$ cat src/rtl/core/spq_pkg.sv
package spq_pkg;

   // Fixed field widths of the request and response items.
   localparam int VALUE_W = 32;
   localparam int PRIO_W  = 8;
   localparam int COUNT_W = 7;
   localparam int STAT_W  = 2;

   // Default number of cells in the chain.
   localparam int CAPACITY_DEFAULT = 64;

   // Capacity register value after reset.
   localparam logic [COUNT_W-1:0] CAP_RESET = 7'd64;

   // Operation codes carried in the kind field.
   localparam logic KIND_INSERT = 1'b0;
   localparam logic KIND_REMOVE = 1'b1;

   // Status codes returned with every response item.
   localparam logic [STAT_W-1:0] STATUS_DONE  = 2'd0;
   localparam logic [STAT_W-1:0] STATUS_FULL  = 2'd1;
   localparam logic [STAT_W-1:0] STATUS_EMPTY = 2'd2;

   typedef struct packed {
      logic                       kind;
      logic signed [VALUE_W-1:0]  item_value;
      logic [PRIO_W-1:0]          item_priority;
   } req_item_type;

   typedef struct packed {
      logic [STAT_W-1:0]          status;
      logic signed [VALUE_W-1:0]  removed_value;
      logic [PRIO_W-1:0]          removed_priority;
      logic [COUNT_W-1:0]         occupancy;
   } rsp_item_type;

   // One stored entry, as handed between neighboring cells.
   typedef struct packed {
      logic signed [VALUE_W-1:0]  value;
      logic [PRIO_W-1:0]          prio;
   } entry_type;

   // Per-cycle command broadcast to every cell.
   typedef struct packed {
      logic insert;
      logic remove;
   } cell_ctrl_type;

endpackage

$ cat src/rtl/core/spq_cell.sv
module spq_cell (
   input  logic                   clock,
   input  spq_pkg::cell_ctrl_type ctrl,
   input  spq_pkg::entry_type     new_entry,
   input  logic                   occupied,
   input  spq_pkg::entry_type     left_entry,
   input  logic                   left_flag,
   input  spq_pkg::entry_type     right_entry,
   output spq_pkg::entry_type     entry,
   output logic                   flag
);
   import spq_pkg::*;

   entry_type entry_ff;
   entry_type entry_in;

   // A cell is displaced by the new item when it is empty or holds a lower priority.
   // Because the chain is sorted, the flags form a run of zeros followed by ones.
   assign flag  = !occupied || (new_entry.prio > entry_ff.prio);
   assign entry = entry_ff;

   // Insert shifts the displaced run back by one; remove shifts everything forward.
   always_comb begin
      entry_in = entry_ff;
      if (ctrl.insert) begin
         if (left_flag) begin
            entry_in = left_entry;
         end else if (flag) begin
            entry_in = new_entry;
         end
      end else if (ctrl.remove) begin
         entry_in = right_entry;
      end
   end

   always_ff @(posedge clock) begin
      entry_ff <= entry_in;
   end

endmodule

$ cat config.mk
export PLATFORM = sky130hd
export DESIGN_NAME = spq_cell
export DESIGN_NICKNAME = d
export VERILOG_FILES = /design/src/rtl/core/spq_pkg.sv /design/src/rtl/core/spq_cell.sv
export SDC_FILE = /design/constraint.sdc
export NUM_CORES = 1
export LEC_CHECK = 0
export BUFFER_PORTS_ARGS = -buffer_cell sky130_fd_sc_hd__buf_2
export CAP_MARGIN = 20
export CORE_MARGIN = 8
export CORE_UTILIZATION = 45
export CTS_BUF_LIST = sky130_fd_sc_hd__clkbuf_2
export CTS_CLUSTER_SIZE = 12
export DETAILED_ROUTE_END_ITERATION = 12
export GPL_ROUTABILITY_DRIVEN = 0
export GPL_TIMING_DRIVEN = 0
export PLACE_DENSITY = 0.91
export SYNTH_ARGS = -nofsm -noshare
export SYNTH_HDL_FRONTEND = slang
export SYNTH_SLANG_ARGS = --single-unit
export TNS_END_PERCENT = 1
$ cat constraint.sdc
create_clock -name clock -period 7.41 [get_ports clock]
set_clock_uncertainty 0.15 [all_clocks]
set_input_delay 1.482 -clock clock [delete_from_list [all_inputs] [get_ports clock]]
set_output_delay 1.482 -clock clock [all_outputs]
set_load 0.005 [all_outputs]
======== Word level (Yosys, flattened, before mapping) ========
Index checks and enable logic that the tools add are counted.
storage, ports and cells
  output and inout bits ................... 41
  word-level logic and storage cells ...... 12
  register bits ........................... 40
operators by class
  magnitude comparators ................... 1
  reductions and logical operators ........ 4
  equal/unequal tests ..................... 1
  mux-type cells .......................... 4
operator list
  cell                number
  $mux 40             4
  $gt 8x8->1          1
  $ne 3x1->1 const B  1
  $reduce_and 2->1    1
  $reduce_bool 2->1   1
  $logic_not 1->1     1
  $logic_or 1x1->1    1

======== Depth between registers and ports, before layout ========
Gate-level depths: netlist of the first run.
  word-level depth ........................ 5
  gate-level depth with buffers ........... 6
  depth with buffers taken out ............ 6

======== Worst setup path after synthesis of the first run ========
No wires, ideal clock.
  path type ............................... input port to flip-flop
  start point ............................. input port new_entry[7] in the netlist's numbering
  end point ............................... register entry_ff, in the netlist entry[0] (enable)
  buffers on the path ..................... 0
  data required time ...................... 6.798 ns
  stages on the path ...................... 5
  library setup time ...................... 0.462 ns
  setup slack ............................. 2.418 ns
  arrival ................................. 4.380 ns
  cell sequence ........................... ha_1 > nand4_2 > a211oi_2 > nor4b_2 > a31oi_1
on the way
  longest elaborated chain between the ends .. 4
ends and longest elaborated chain
  element                            RTL line        source
  start, declared                    spq_cell.sv:4   input spq_pkg::entry_type new_entry,
  $gt 8x8->1                         spq_cell.sv:19  assign flag = !occupied || (new_entry.prio > entry_ff.prio);
  $logic_or 1x1->1                   spq_cell.sv:19
  $ne 3x1->1 (no source line)        --
  $reduce_and 2->1 (no source line)  --
  end signal, assigned               spq_cell.sv:37  entry_ff <= entry_in;
  end, declared                      spq_cell.sv:14  entry_type entry_ff;
Every way passes these cells.
A chain may end at the register's enable or synchronous reset.

======== Worst setup path after layout of the first run ========
  start point ............................. input port new_entry[3] in the netlist's numbering
  end point ............................... output port flag
on the way
  longest elaborated chain between the ends .. 2
ends and longest elaborated chain
  element           RTL line        source
  $gt 8x8->1        spq_cell.sv:19
  $logic_or 1x1->1  spq_cell.sv:19
  end, declared     spq_cell.sv:10  output logic flag
Every way passes these cells.

==> reports/qor.yml, run 1 <==
coreArea_um2: 5010
num_rows: 26
cts_resized: 0
status: "completed"
drtPass1Iterations: 4
ant_nets: 0
synth_commonest_cells: "43 x a21oi_1, 41 x nor2_1, 40 x edfxtp_1, 40 x mux2i_1, 9 x inv_1"
die_area_um2: 7668
power_switching_mw: 0.1376
vdd_drop_max_mv: 0.1232
synth_seq_cells: 40
synth.area.top_cells: "edfxtp_1 52%, mux2i_1 17%, a21oi_1 9.3%, nor2_1 6.7%, ha_1 4.3%"
largest_reg_flops: 40
finalSetupViolCount: 0
cts_sinks: 40
die_w_um: 87.57
grt_pass1_wl_mm: 10.65
syn-num-nets: 340
slew_violations: 0
antenna_found_initial: 1
synth_edf_count: 40
p_leak_nw: 1.642
wl_per_cell_um: 15.68
setup.worst_path.end_class: "output port"
max_freq_mhz: 224.2
crit_required_ns: 5.78
r2r_slack_ns: 4.99
wl_mm: 7.023
clkTransAtPathRegs_ns: 0.20
gr-total-overflow: 0
start_util: 0.4600
synthFlopType: "edfxtp_1"
powerDensity_nw_per_um2: 154.3
synthDominantCellAreaShare: 0.5212
cts_setup_buffers: 0
tritoncts: "yes"
drtIter0Drc: 52
grt_pass1_vias: 2412
syn_area_per_cell_um2: 11.13
rsz0062_at_grt: "no"
wl_met2_mm: 3.784
worstSetupPathType: "in -> out"
highest_layer: "met5"
area_delta_synth_final_pct: 42.56
finalHoldViolCount: 0
cts_hold_buf: 0
cts_root_buf: "clkbuf_2"
insertion_delay_ns: 0.36
final_util: 0.6558
worstPathArrival_ns: 2.83
met1_length_mm: 2.509
grt_max_degree: 25
p_seq_frac: 0.560
antennaDiodeCount: 0
synth_warnings: 0
timing.max_cap.violations: 0
critical_path_peak_fanout: 2
synth_area_um2: 2305
viasPerCell: 4.940
combPwrFrac: 0.266
pwr-share-clk: 0.174
async_flop_share: 0
synth.largest_area_cell: "edfxtp_1"
power_mw: 0.5068
wl_met3_um: 617
slew_headroom: 0.5548
clockBufferDepth: 2
tns_ns: 0
ioPinCount: 166
numCtsBuffers: 5
drive_above_1_share: 0.4894
ys_types: 22
synth.most_common_cell: "a21oi_1"
port_buffers: 163
htree_levels: 2
fp.dieH_um: 87.57
min_period_ns: 4.460
grtUsageTotal: 0.1787
dp_hpwl_mm: 5.859
ys_seq_area_frac: 0.5212
drc: 0
hp-class: "reg -> reg"
intPower_mw: 0.3692
post-route-period-util: 0.6018
syn-instance-count: 207
swShare: 0.2715
worstSetupStartpointType: "primary input"
nets: 511
worstMarginPinSlew_ns: 0.6678
vias: 2213
==> layout by cell type, fill, tap and decap left out, types with 2 or more instances in the layout <==
master,instances
buf_2,167
a21oi_1,43
nor2_1,41
mux2i_1,40
edfxtp_1,40
inv_1,9
ha_1,8
clkbuf_2,7
buf_1,4
buf_8,4
nor2b_1,2
==> layout make-up <==
cell class	instances	area [um2]
fillers	420	1724
flip-flops and latches	40	1201
multi-input cells	144	977.2
repair buffers	164	843.3
plain buffers	14	107.6
well taps	70	87.58
inverters	9	33.78
clock buffers	6	30.03
clock inverters	1	5.005
==> metrics by stage <==
step | cell area (um2) | cells | hold slack (ns) | setup slack, ns
after global routing | 3286 | 448 | 1.233 | 2.849
after CTS | 3286 | 448 | 1.220 | 2.940
after detailed placement | 3251 | 441 | 1.178 | 2.948
final | 3286 | 448 | 1.207 | 2.950
after global placement | 3208 | 440 | 1.648 | 1.376
after floorplan | 2305 | 207 | 1.462 | 2.418
==> worst paths after layout <==
kind,startpoint,endpoint,depth (start not counted)
setup reg to reg,entry[6],entry[34],7
hold reg to reg,entry[0],entry[17],5
setup / recovery,new_entry[3],flag,7
hold / removal,entry[0],entry[17],5
==> metal layers <==
layer	global-route usage	vias to the layer above
li1	-	1091
met1	0.1692	1007
met2	0.3437	101
met3	0.06848	12
met4	0.05469	2
met5	0	-
==> critical path: stages <==
cell and delay, ns:
buf_2 0.11, ha_1 0.31, a21oi_1 0.18, nor2_1 0.07, nor4b_2 0.42, a21oi_1 0.12, buf_2 0.15
==> power groups by stage <==
stage	Sequential (mW)	Combinational, mW	Clock (mW)
final	0.284	0.135	0.0883
after global routing	0.286	0.149	0.100
after CTS	0.284	0.137	0.0925
after detailed placement	0.289	0.137	0
after global placement	0.290	0.128	0
after floorplan	0.294	0.0586	0
==> cells by family (layout without fill, tap and decap cells) <==
group / Yosys count / count (layout) / share of synthesized area
mux: 40 / 40 / 0.1737
fa+ha+maj: 8 / 8 / 0.04343
simple gates: 49 / 49 / 0.09283
flops: 40 / 40 / 0.5212
compound gates: 47 / 47 / 0.1075
buf+inv: 23 / 194 / 0.06134
(Power assumes the default switching activity.)
==> run 2: changes to the inputs <==
--- a/config.mk
+++ b/config.mk
@@ -8,13 +8,13 @@
 export BUFFER_PORTS_ARGS = -buffer_cell sky130_fd_sc_hd__buf_2
 export CAP_MARGIN = 20
 export CORE_MARGIN = 8
-export CORE_UTILIZATION = 45
+export CORE_UTILIZATION = 38
 export CTS_BUF_LIST = sky130_fd_sc_hd__clkbuf_2
 export CTS_CLUSTER_SIZE = 12
 export DETAILED_ROUTE_END_ITERATION = 12
 export GPL_ROUTABILITY_DRIVEN = 0
 export GPL_TIMING_DRIVEN = 0
-export PLACE_DENSITY = 0.91
+export PLACE_DENSITY = 0.83
 export SYNTH_ARGS = -nofsm -noshare
 export SYNTH_HDL_FRONTEND = slang
 export SYNTH_SLANG_ARGS = --single-unit
==> constraint.sdc (replaced) <==
create_clock -name clock -period 3.92 [get_ports clock]
set_clock_uncertainty 0.15 [all_clocks]
set_input_delay 0.784 -clock clock [delete_from_list [all_inputs] [get_ports clock]]
set_output_delay 0.784 -clock clock [all_outputs]
set_load 0.005 [all_outputs]
==> run 2 against run 1 <==
Effect of this change:
- sequential share of layout area fell by 0.11 points
- count of clock-buffer cells in the layout is 1 lower
- non-clock buffer count unchanged
- global-route usage is 2.9 points lower
- combinational power grew 89%
==> reports/qor.yml, run 2 (synthesis results as in run 1) <==
status: "completed"
startpoint: "new_entry[3]"
worstPathArrival_ns: 2.14
ioPinCount: 166
cts_resized: 0
wl_per_cell_um: 15.26
final_common_cell: "buf_2"
drive_above_1_share: 0.4881
start_util: 0.3916
grtUsageTotal: 0.1494
ant_nets: 0
setup.worst_path.end_class: "output port"
gr-total-overflow: 0
max_freq_mhz: 325.8
cts_sinks: 40
htree_levels: 2
worstSetupPathType: "in -> out"
drtIter0Drc: 57
n_fill_cell: 547
largest_reg_flops: 40
drtPass1Iterations: 4
most-common-layout-cells: "167 x buf_2, 43 x a21oi_1, 41 x nor2_1"
r2r_slack_ns: 1.47
vdd_drop_max_mv: 0.1258
numCtsBuffers: 5
area_delta_synth_final_pct: 43.00
insertion_delay_ns: 0.37
wl_mm: 6.926
slew_violations: 0
coreArea_um2: 5886
fp.dieH_um: 93.88
nets: 511
crit_required_ns: 2.99
post-route-period-util: 0.7830
reg2reg_from: "entry[7]"
antenna_found_initial: 0
powerDensity_nw_per_um2: 292.1
critical_path_peak_fanout: 2
finalSetupViolCount: 0
tritoncts: "yes"
hp-class: "in -> reg"
grt_pass1_wl_mm: 10.63
power_mw: 0.9626
min_period_ns: 3.069
num_rows: 28
grt_max_degree: 23
worstSetupStartpointType: "primary input"
drc: 0
tns_ns: 0
die_w_um: 93.88
final.setup.worst_slack_ns: 0.8506
cts_setup_buffers: 0
worstMarginPinSlew_ns: 0.7240
rsz0062_at_grt: "no"
die_area_um2: 8813
hold_path_startpoint: "right_entry[1]"
viasPerCell: 4.795
timing.max_cap.violations: 0
clockBufferDepth: 2
cts_root_buf: "clkbuf_2"
slew_headroom: 0.5173
clkTransAtPathRegs_ns: 0.20
holdPathStages: 3
r2r-end: "entry[18]"
antennaDiodeCount: 0
hold_end: "entry[1]"
dp_slack_ns: 0.8562
timing.hold.ws_ns: 0.5618
dp_hpwl_mm: 5.878
finalHoldViolCount: 0
vias: 2177
cts_hold_buf: 0
p_leak_nw: 1.643
r2r_cells: 7
grt_pass1_vias: 2321
port_buffers: 163
## run 2: changes by cell type in the layout (fill, tap and decap cells not counted)
| cell | delta |
|---|---|
| clkbuf_2 | -1 |
| clkinv_1 | +1 |
| clkinv_2 | +1 |
## run 2: worst max path at each step
stage,end,slack [ns]
floorplan,entry[0],0.59
global placement,entry[20],-0.15
detailed placement,flag,0.86
CTS,flag,0.85
global route,flag,0.77
finish,flag,0.85
## run 2: routing by layer
| layer | vias up | routed length, um | GRT usage |
|---|---|---|---|
| li1 | 1089 | - | - |
| met1 | 1003 | 2548 | 0.1514 |
| met4 | 0 | 59 | 0.04491 |
| met3 | 4 | 560 | 0.04796 |
| met2 | 81 | 3756 | 0.2818 |
| met5 | - | 0 | 0 |
## run 2: final cells by class
type | instances | area, um2 | share of cell area
Buffer | 14 | 107.6 | 0.03265
Clock buffer | 5 | 25.02 | 0.007593
Clock inverter | 3 | 13.76 | 0.004176
Inverter | 9 | 33.78 | 0.01025
Multi-Input combinational cell | 144 | 977.2 | 0.2965
Sequential cell | 40 | 1201 | 0.3645
Tap cell | 75 | 93.84 | 0.02847
Timing Repair Buffer | 164 | 843.3 | 0.2559
## run 2: stage by stage
| stage | std cells | utilization | instance area, um2 |
|---|---|---|---|
| finish | 454 | 0.5599 | 3296 |
| global route | 454 | 0.5599 | 3296 |
| detailed placement | 446 | 0.5534 | 3257 |
| global placement | 445 | 0.5472 | 3221 |
| floorplan | 207 | - | 2311 |
| CTS | 454 | 0.5599 | 3296 |
## run 2: report_power, final
part           internal, mW  total [mW]  switching [mW]
Clock                0.0402       0.172           0.132
Sequential            0.525       0.536          0.0113
Combinational         0.131       0.255           0.124
## run 2: worst max-delay path, stage by stage
cell	delay, ns
buf_2	0.11
ha_1	0.30
a21oi_1	0.18
nor2_1	0.07
nor4b_2	0.41
a21oi_1	0.13
buf_2	0.15
